**src/hsfd_pkg.sv**
```systemverilog
// ----------------------------------------------------------------------------
// hsfd_pkg
// Shared types and constants for the H.264 stream format detector.
// ----------------------------------------------------------------------------
package hsfd_pkg;

    // Default window for the first byte of an Annex B start code.
    localparam int DEFAULT_SCAN_LIMIT = 64;

    // Length-prefixed framing uses 4-byte big-endian unit lengths.
    localparam int LENGTH_BYTES = 4;
    localparam int LEN_CNT_W    = $clog2(LENGTH_BYTES);
    localparam int LEN_W        = 8 * LENGTH_BYTES;

    // NAL unit header checks.
    localparam logic [7:0] NAL_FORBIDDEN_MASK = 8'h80;
    localparam logic [7:0] NAL_TYPE_MASK      = 8'h1f;

    // Start code bytes.
    localparam logic [7:0] START_CODE_TAIL = 8'h01;

    // Step control that goes from the input stage to both checkers.
    typedef struct packed {
        logic enable;   // a byte is consumed in this cycle
        logic last;     // that byte closes the packet
    } hsfd_step_t;

endpackage

```
**src/hsfd_avcc_parser.sv**
```systemverilog
// ----------------------------------------------------------------------------
// hsfd_avcc_parser
// Parses a packet as 4-byte length-prefixed NAL units, one byte per step.
// ----------------------------------------------------------------------------
module hsfd_avcc_parser
    import hsfd_pkg::*;
(
    input  logic       aclk,
    input  logic       aresetn,
    input  hsfd_step_t step,
    input  logic [7:0] data_byte,
    output logic       prefixed_valid
);

    logic [LEN_W-1:0]     len_acc_reg,  len_acc_next;
    logic [LEN_CNT_W-1:0] len_cnt_reg,  len_cnt_next;
    logic [LEN_W-2:0]     remain_reg,   remain_next;
    logic                 in_payload_reg, in_payload_next;
    logic                 header_due_reg, header_due_next;
    logic                 unit_seen_reg,  unit_seen_next;
    logic                 failed_reg,     failed_next;

    logic [LEN_W-1:0]     len_shift;
    logic [LEN_W-2:0]     remain_dec;

    assign len_shift  = {len_acc_reg[LEN_W-9:0], data_byte};
    assign remain_dec = remain_reg - 1'b1;

    always_comb begin
        len_acc_next    = len_acc_reg;
        len_cnt_next    = len_cnt_reg;
        remain_next     = remain_reg;
        in_payload_next = in_payload_reg;
        header_due_next = header_due_reg;
        unit_seen_next  = unit_seen_reg;
        failed_next     = failed_reg;
        if (!failed_reg) begin
            if (!in_payload_reg) begin
                len_acc_next = len_shift;
                len_cnt_next = len_cnt_reg + 1'b1;
                if (len_cnt_next == '0) begin
                    // A complete length: zero or a set top bit is illegal.
                    if (len_shift == '0 || len_shift[LEN_W-1]) begin
                        failed_next = 1'b1;
                    end else begin
                        remain_next     = len_shift[LEN_W-2:0];
                        in_payload_next = 1'b1;
                        header_due_next = 1'b1;
                    end
                    len_acc_next = '0;
                end
            end else begin
                if (header_due_reg) begin
                    if ((data_byte & NAL_FORBIDDEN_MASK) != '0 ||
                        (data_byte & NAL_TYPE_MASK) == '0) begin
                        failed_next = 1'b1;
                    end
                    header_due_next = 1'b0;
                end
                remain_next = remain_dec;
                if (remain_dec == '0) begin
                    in_payload_next = 1'b0;
                    unit_seen_next  = 1'b1;
                end
            end
        end
    end

    // Verdict as it stands once the current byte is taken in.
    assign prefixed_valid = !failed_next && unit_seen_next && !in_payload_next &&
                            (len_cnt_next == '0);

    always_ff @(posedge aclk) begin
        if (!aresetn || (step.enable && step.last)) begin
            len_acc_reg    <= '0;
            len_cnt_reg    <= '0;
            remain_reg     <= '0;
            in_payload_reg <= 1'b0;
            header_due_reg <= 1'b0;
            unit_seen_reg  <= 1'b0;
            failed_reg     <= 1'b0;
        end else if (step.enable) begin
            len_acc_reg    <= len_acc_next;
            len_cnt_reg    <= len_cnt_next;
            remain_reg     <= remain_next;
            in_payload_reg <= in_payload_next;
            header_due_reg <= header_due_next;
            unit_seen_reg  <= unit_seen_next;
            failed_reg     <= failed_next;
        end
    end

endmodule

```
**src/hsfd_start_code_scan.sv**
```systemverilog
// ----------------------------------------------------------------------------
// hsfd_start_code_scan
// Looks for a 3- or 4-byte Annex B start code near the head of a packet.
// ----------------------------------------------------------------------------
module hsfd_start_code_scan
    import hsfd_pkg::*;
#(
    parameter int SCAN_LIMIT = DEFAULT_SCAN_LIMIT
)(
    input  logic       aclk,
    input  logic       aresetn,
    input  hsfd_step_t step,
    input  logic [7:0] data_byte,
    output logic       start_code_seen
);

    localparam int POS_MAX = SCAN_LIMIT + 3;
    localparam int POS_W   = $clog2(POS_MAX + 1);
    localparam logic [POS_W-1:0] POS_SAT     = POS_W'(POS_MAX);
    localparam logic [POS_W-1:0] POS_LIM3    = POS_W'(SCAN_LIMIT + 2);

    logic [POS_W-1:0] pos_reg;
    logic [23:0]      recent_reg;
    logic             seen_reg;
    logic             hit3;
    logic             hit4;

    // The position counts the current byte; the code's first byte must
    // start below the scan limit.
    assign hit3 = (data_byte == START_CODE_TAIL) && (recent_reg[15:0] == '0) &&
                  (pos_reg < POS_LIM3);
    assign hit4 = (data_byte == START_CODE_TAIL) && (recent_reg == '0) &&
                  (pos_reg < POS_SAT);

    assign start_code_seen = seen_reg || hit3 || hit4;

    always_ff @(posedge aclk) begin
        if (!aresetn || (step.enable && step.last)) begin
            pos_reg    <= '0;
            recent_reg <= '1;
            seen_reg   <= 1'b0;
        end else if (step.enable) begin
            recent_reg <= {recent_reg[15:0], data_byte};
            seen_reg   <= start_code_seen;
            if (pos_reg < POS_SAT) begin
                pos_reg <= pos_reg + 1'b1;
            end
        end
    end

endmodule

```
**src/h264_stream_format_detector_unit.sv**
```systemverilog
// ----------------------------------------------------------------------------
// h264_stream_format_detector_unit
// Classifies an H.264 packet as length-prefixed (AVCC) or Annex B framed.
// ----------------------------------------------------------------------------
// Usage:
//   The input channel (s_valid, s_ready, s_data_byte, s_last_byte) takes one
//   packet byte per request; s_last_byte marks the final byte of a packet.
//   The result channel (m_valid, m_ready, m_annexb_detected,
//   m_length_prefixed_valid) carries one request per packet, produced by its
//   final byte. Non-final bytes produce no result.
//   Throughput is one byte per clock while no final byte waits for the result
//   register. An accepted byte sits in the input register and is parsed from
//   there; for a final byte the result register loads as the byte is parsed,
//   and m_valid is driven from the result register.
//   The length-prefixed parser and the start code scanner both keep their
//   per-packet state in registers that clear themselves after the final byte.
//   When the receiver stalls, the result register holds; a final byte then
//   waits in the input register and the input channel stops, while non-final
//   bytes keep flowing. Reset (aresetn low, synchronous) empties both
//   registers and returns all per-packet state to its idle values.
// ----------------------------------------------------------------------------
module h264_stream_format_detector_unit
    import hsfd_pkg::*;
#(
    parameter int SCAN_LIMIT = DEFAULT_SCAN_LIMIT
)(
    input  logic       aclk,
    input  logic       aresetn,
    input  logic       s_valid,
    output logic       s_ready,
    input  logic [7:0] s_data_byte,
    input  logic       s_last_byte,
    output logic       m_valid,
    input  logic       m_ready,
    output logic       m_annexb_detected,
    output logic       m_length_prefixed_valid
);

    // Input register.
    logic       in_valid_reg;
    logic [7:0] in_data_reg;
    logic       in_last_reg;

    // Result register.
    logic       out_valid_reg;
    logic       out_annexb_reg;
    logic       out_prefixed_reg;

    logic       out_free;
    logic       consume;
    hsfd_step_t step;
    logic       prefixed_valid;
    logic       start_code_seen;

    // The result register can take a new result when it is empty or its
    // current result leaves in this cycle.
    assign out_free = !out_valid_reg || m_ready;

    // A non-final byte only updates parser state and never waits; a final
    // byte needs room in the result register.
    assign consume = in_valid_reg && (!in_last_reg || out_free);
    assign s_ready = !in_valid_reg || consume;

    assign step.enable = consume;
    assign step.last   = in_last_reg;

    hsfd_avcc_parser u_avcc (
        .aclk           (aclk),
        .aresetn        (aresetn),
        .step           (step),
        .data_byte      (in_data_reg),
        .prefixed_valid (prefixed_valid)
    );

    hsfd_start_code_scan #(
        .SCAN_LIMIT (SCAN_LIMIT)
    ) u_scan (
        .aclk            (aclk),
        .aresetn         (aresetn),
        .step            (step),
        .data_byte       (in_data_reg),
        .start_code_seen (start_code_seen)
    );

    always_ff @(posedge aclk) begin
        if (!aresetn) begin
            in_valid_reg <= 1'b0;
        end else if (s_ready) begin
            in_valid_reg <= s_valid;
        end
        if (s_ready) begin
            in_data_reg <= s_data_byte;
            in_last_reg <= s_last_byte;
        end
    end

    always_ff @(posedge aclk) begin
        if (!aresetn) begin
            out_valid_reg <= 1'b0;
        end else if (out_free) begin
            out_valid_reg <= consume && in_last_reg;
        end
        if (out_free && consume && in_last_reg) begin
            // Annex B is reported only when the length-prefixed parse fails.
            out_annexb_reg   <= start_code_seen && !prefixed_valid;
            out_prefixed_reg <= prefixed_valid;
        end
    end

    assign m_valid                 = out_valid_reg;
    assign m_annexb_detected       = out_annexb_reg;
    assign m_length_prefixed_valid = out_prefixed_reg;

`ifndef ASSERT_OFF
    // The two verdicts exclude each other.
    a_flags_exclusive: assert property (@(posedge aclk) disable iff (!aresetn)
        m_valid |-> !(m_annexb_detected && m_length_prefixed_valid))
        else $error("both framing flags set in one result");

    // A non-final byte in the input register is always parsed at once.
    a_body_never_stalls: assert property (@(posedge aclk) disable iff (!aresetn)
        (in_valid_reg && !in_last_reg) |-> consume)
        else $error("non-final byte held in input register");

    // A new result appears only after a final byte was consumed.
    a_result_from_last: assert property (@(posedge aclk) disable iff (!aresetn)
        $rose(m_valid) |-> $past(consume && in_last_reg))
        else $error("result without a final byte");

    // An empty input register always accepts.
    a_empty_accepts: assert property (@(posedge aclk) disable iff (!aresetn)
        !in_valid_reg |-> s_ready)
        else $error("input stage empty but not ready");
`endif

endmodule

```
**config.mk**
```make
export PLATFORM = sky130hd
export DESIGN_NAME = h264_stream_format_detector_unit
export DESIGN_NICKNAME = d
export VERILOG_FILES = /design/src/hsfd_pkg.sv /design/src/hsfd_avcc_parser.sv /design/src/hsfd_start_code_scan.sv /design/src/h264_stream_format_detector_unit.sv
export SDC_FILE = /design/constraint.sdc
export NUM_CORES = 1
export LEC_CHECK = 0
export BUFFER_PORTS_ARGS = -buffer_cell sky130_fd_sc_hd__buf_2
export CAP_MARGIN = 20
export CORE_MARGIN = 1
export CORE_UTILIZATION = 45
export DETAILED_ROUTE_END_ITERATION = 16
export HOLD_SLACK_MARGIN = 0.05
export PLACE_DENSITY = 0.6
export SYNTH_ARGS = -nofsm -noshare
export SYNTH_HDL_FRONTEND = slang
export SYNTH_HIERARCHICAL = 1
export SYNTH_SLANG_ARGS = --single-unit
```
**constraint.sdc**
```tcl
create_clock -name aclk -period 3.6 [get_ports aclk]
set_clock_uncertainty 0.2 [all_clocks]
set_input_delay 0.36 -clock aclk [delete_from_list [all_inputs] [get_ports aclk]]
set_output_delay 0.36 -clock aclk [all_outputs]
set_load 0.03 [all_outputs]
```
==> reports/metrics.csv <==
stage,metric,value,unit
die,Starting Density,46.6,%
run,Max Cap Violations,0,
worst_setup_path,Arrival @ worst endpoint,3240,ps
die,core area,0.0116,mm^2
clock_network,Post-CTS Setup Inserts,0,
synth,Syn Area/Cell,8.28,um^2
clock_network,worst-case clock buffer depth,2,
sta,final worst slack,262,ps
sta,setup_tns,0,ps
layout,"Area growth, synth to finish",11.4,%
clock_network,CTS tree,yes,
worst_setup_path,CP Capture Type,register,
sta,worst slew pin tran,946,ps
clock_network,post-cts sizing count,0,
synth,post-synthesis net count,668,
routing,Post-Route WL,15400,um
grt,vias in the first global route,4604,
sta,relative slew slack,36.8,%
layout,"Net count, final",677,
synth,Synth Flop Type,dfxtp_1,
worst_setup_path,CP Class,reg -> reg,
grt,largest net degree at the start of global routing,52,
sta,unrepaired setup endpoints after global routing,false,
die,Die Y-Extent,111,um
placed_design,detailed placer's ending HPWL,10700,um
synth,top cell type by total area after synthesis,dfxtp_1,
placed_design,global placer's final weighted congestion,0.945,
outcome,failing checks,design-rule violations,
grt,first-pass GRT wire length,24700,um
grt,GRT overflow,0,
die,io pins,17,
routing,1st-pass router iterations,12,
hold_path,Min-Delay Path Class,in -> reg,
power_and_ir_drop,Gate power share,6.2,%
power_and_ir_drop,clock network fraction of total power,41.1,%
die,Site Rows,39,
synth,sequential area share after synthesis,41.4,%
synth,mapped cell area,0.00539,mm^2
worst_setup_path,worst flop-to-flop path startpoint,u_avcc/remain_reg[10],
clock_network,TritonCTS buffer count,9,
clock_network,number of clock sinks,106,
synth,cell count after synthesis,651,
worst_setup_path,R2R cell count,7,
routing,drt drc,2,
synth,share of flip-flops with an asynchronous set or reset,0,%
power_and_ir_drop,sw frac,25.4,%
routing,DR WL/cell,19.0,um
hold_path,hold path depth,2,
power_and_ir_drop,Sw Pwr,0.000595,W
power_and_ir_drop,leak pwr,2.20,nW
grt,GRT Total Usage,25.6,%
placed_design,Placement Setup Slack,309,ps
worst_setup_path,crit path launch,u_avcc/remain_reg[10],
power_and_ir_drop,Sequential Power Share,52.7,%
clock_network,"CTS clk-pin slew, worst paths",70,ps
layout,number of antenna diodes,0,
routing,DRT iter0 DRCs,429,
worst_setup_path,critical path required time,3500,ps
power_and_ir_drop,Int Power,0.00175,W
synth,number of synthesized register bits,106,
layout,fillers,1076,
clock_network,H-tree lvl count,3,
power_and_ir_drop,pwr/cell area,390,mW/mm^2
sta,Final min period,3340,ps
sta,Fmax,0.300,GHz
synth,count of cell types in the netlist,73,
clock_network,CTS root buffer,clkbuf_16,
worst_setup_path,CP Max Fanout,9,
power_and_ir_drop,"IR drop worst, VDD",0.323,mV
sta,"Hold Vio Cnt, Final",0,
sta,endpoints failing setup,0,
die,die area,0.0124,mm^2
grt,initial antenna violation count,0,
clock_network,worst-skew pair later-pin latency,360,ps
clock_network,hold_buf cts,10,
worst_setup_path,Reg-to-Reg End,m_annexb_detected,
die,Die X,111,um
synth,Synth top area share,35.3,%
placed_design,port bufs,16,
layout,layout cell share with drive strength beyond 1,12.5,%
routing,vias per cell,6.19,
synth,Post-synth EDFFs,11,
synth,Synth area leaders,"dfxtp_1, nand2_1, a21oi_1",
layout,number of flip-flops in the largest register,31,
routing,"antenna viol nets, final",0,
worst_setup_path,Startpoint Class,register,
worst_setup_path,last element of the critical path,m_annexb_detected,
sta,max-slew violations,0,
synth,Synthesis Warnings,6,
sta,Final period util,92.7,%
layout,Final Util,51.9,%
worst_setup_path,R2R setup slack,260,ps
outcome,run status,finished with violations,
routing,Vias,5001,
-- synthesized netlist by cell type, drive strengths merged (2+ instances only) --
library cell   n
nand2         96
dfxtp         95
a21oi         67
nor2          42
clkbuf        41
nand3         32
mux2i         30
nor4          24
nor3          19
o21ai         19
o32ai         12
edfxtp        11
or4           11
a211oi        10
inv           10
nand4          9
buf            8
and3           7
o211ai         7
a31oi          6
nand2b         6
or3            6
o21a           5
o31ai          5
or2            5
xnor2          5
and2           4
ha             4
nor2b          4
o221a          4
xor2           4
a21boi         2
a21o           2
a221oi         2
a22oi          2
a31o           2
and4b          2
mux2           2
nand3b         2
nor3b          2
o31a           2
or3b           2
or4b           2
-- kinds of logic (layout without fill, tap and decap cells) --
group,after synthesis,count (layout),share of synthesized area (%)
AND/OR/NAND/NOR,281,281,26.6
AO/OA/AOI/OAI,159,159,19.1
XOR/XNOR,9,9,1.46
flip-flops,106,106,41.4
multiplexers,32,32,5.99
buffers and inverters,60,74,4.50
adder cells (fa/ha/maj),4,4,0.929
-- critical path, stage by stage (launching register included) --
cell and delay (ps):
dfxtp_1 380, or4_1 680, or4_4 600, and2_1 180, a211o_1 260, or4_4 440
o21ai_0 260, nor2b_1 70
-- per-stage QoR --
step                instances  hold slack (ps)  area (um^2)  total power, W
global placement          782              254         5620         0.00139
finish                    808             78.5         6000         0.00234
global route              808             77.2         6000         0.00241
CTS                       808             70.8         6000         0.00236
detailed placement        782              248         5620         0.00140
floorplan                 651              235         5390         0.00135
-- worst min path at each step --
stage	startpoint	end	slack, ps
after floorplan	u_avcc/unit_seen_reg	u_avcc/unit_seen_reg	230
after global placement	u_avcc/unit_seen_reg	u_avcc/unit_seen_reg	250
after detailed placement	u_avcc/unit_seen_reg	u_avcc/unit_seen_reg	250
after CTS	aresetn	in_valid_reg	70
after global routing	aresetn	in_valid_reg	80
final	aresetn	in_valid_reg	80
-- placed cells by master (no fill, tap or decap), types with 5 or more instances in the layout --
cell type and instances:
nor4_1 23, o21ai_0 19, inv_1 9, buf_4 21, or4_1 7, o21a_1 5
edfxtp_1 11, xnor2_1 5, nor2_1 42, nor3_1 19, buf_2 16, o211ai_1 7
or3_1 5, mux2i_1 30, a21oi_1 67, a31oi_1 6, or2_2 5, nand3_1 32
o32ai_1 12, nand2b_1 6, dfxtp_1 94, nand2_1 96, and3_1 6, clkbuf_16 9
a211oi_1 10, nand4_1 9, dlygate4sd3_1 10
-- power by group through the flow --
stage | clock, W | combinational, W | sequential, W
finish | 0.000962 | 0.000144 | 0.00124
global route | 0.00102 | 0.000159 | 0.00124
CTS | 0.000984 | 0.000143 | 0.00123
detailed placement | 0 | 0.000135 | 0.00126
global placement | 0 | 0.000132 | 0.00126
floorplan | 0 | 0.0000908 | 0.00126
-- final cells by class --
type                    count  area [um^2]  area share (%)
multi-input cells         485         2930            48.7
well taps                 143          179            2.98
repair buffers             47          338            5.63
inverters                  11         41.3           0.688
clock buffers               9          225            3.75
clock inverters             7         62.6            1.04
flip-flops and latches    106         2230            37.2
-- metal layers --
layer / vias up / GRT usage, % / wire length, um
met5: - / 0 / 0
met4: 0 / 7.21 / 276
met3: 24 / 4.74 / 978
met2: 168 / 40.1 / 6880
met1: 2406 / 36.0 / 7250
li1: 2403 / - / -
(Power assumes the default switching activity.)
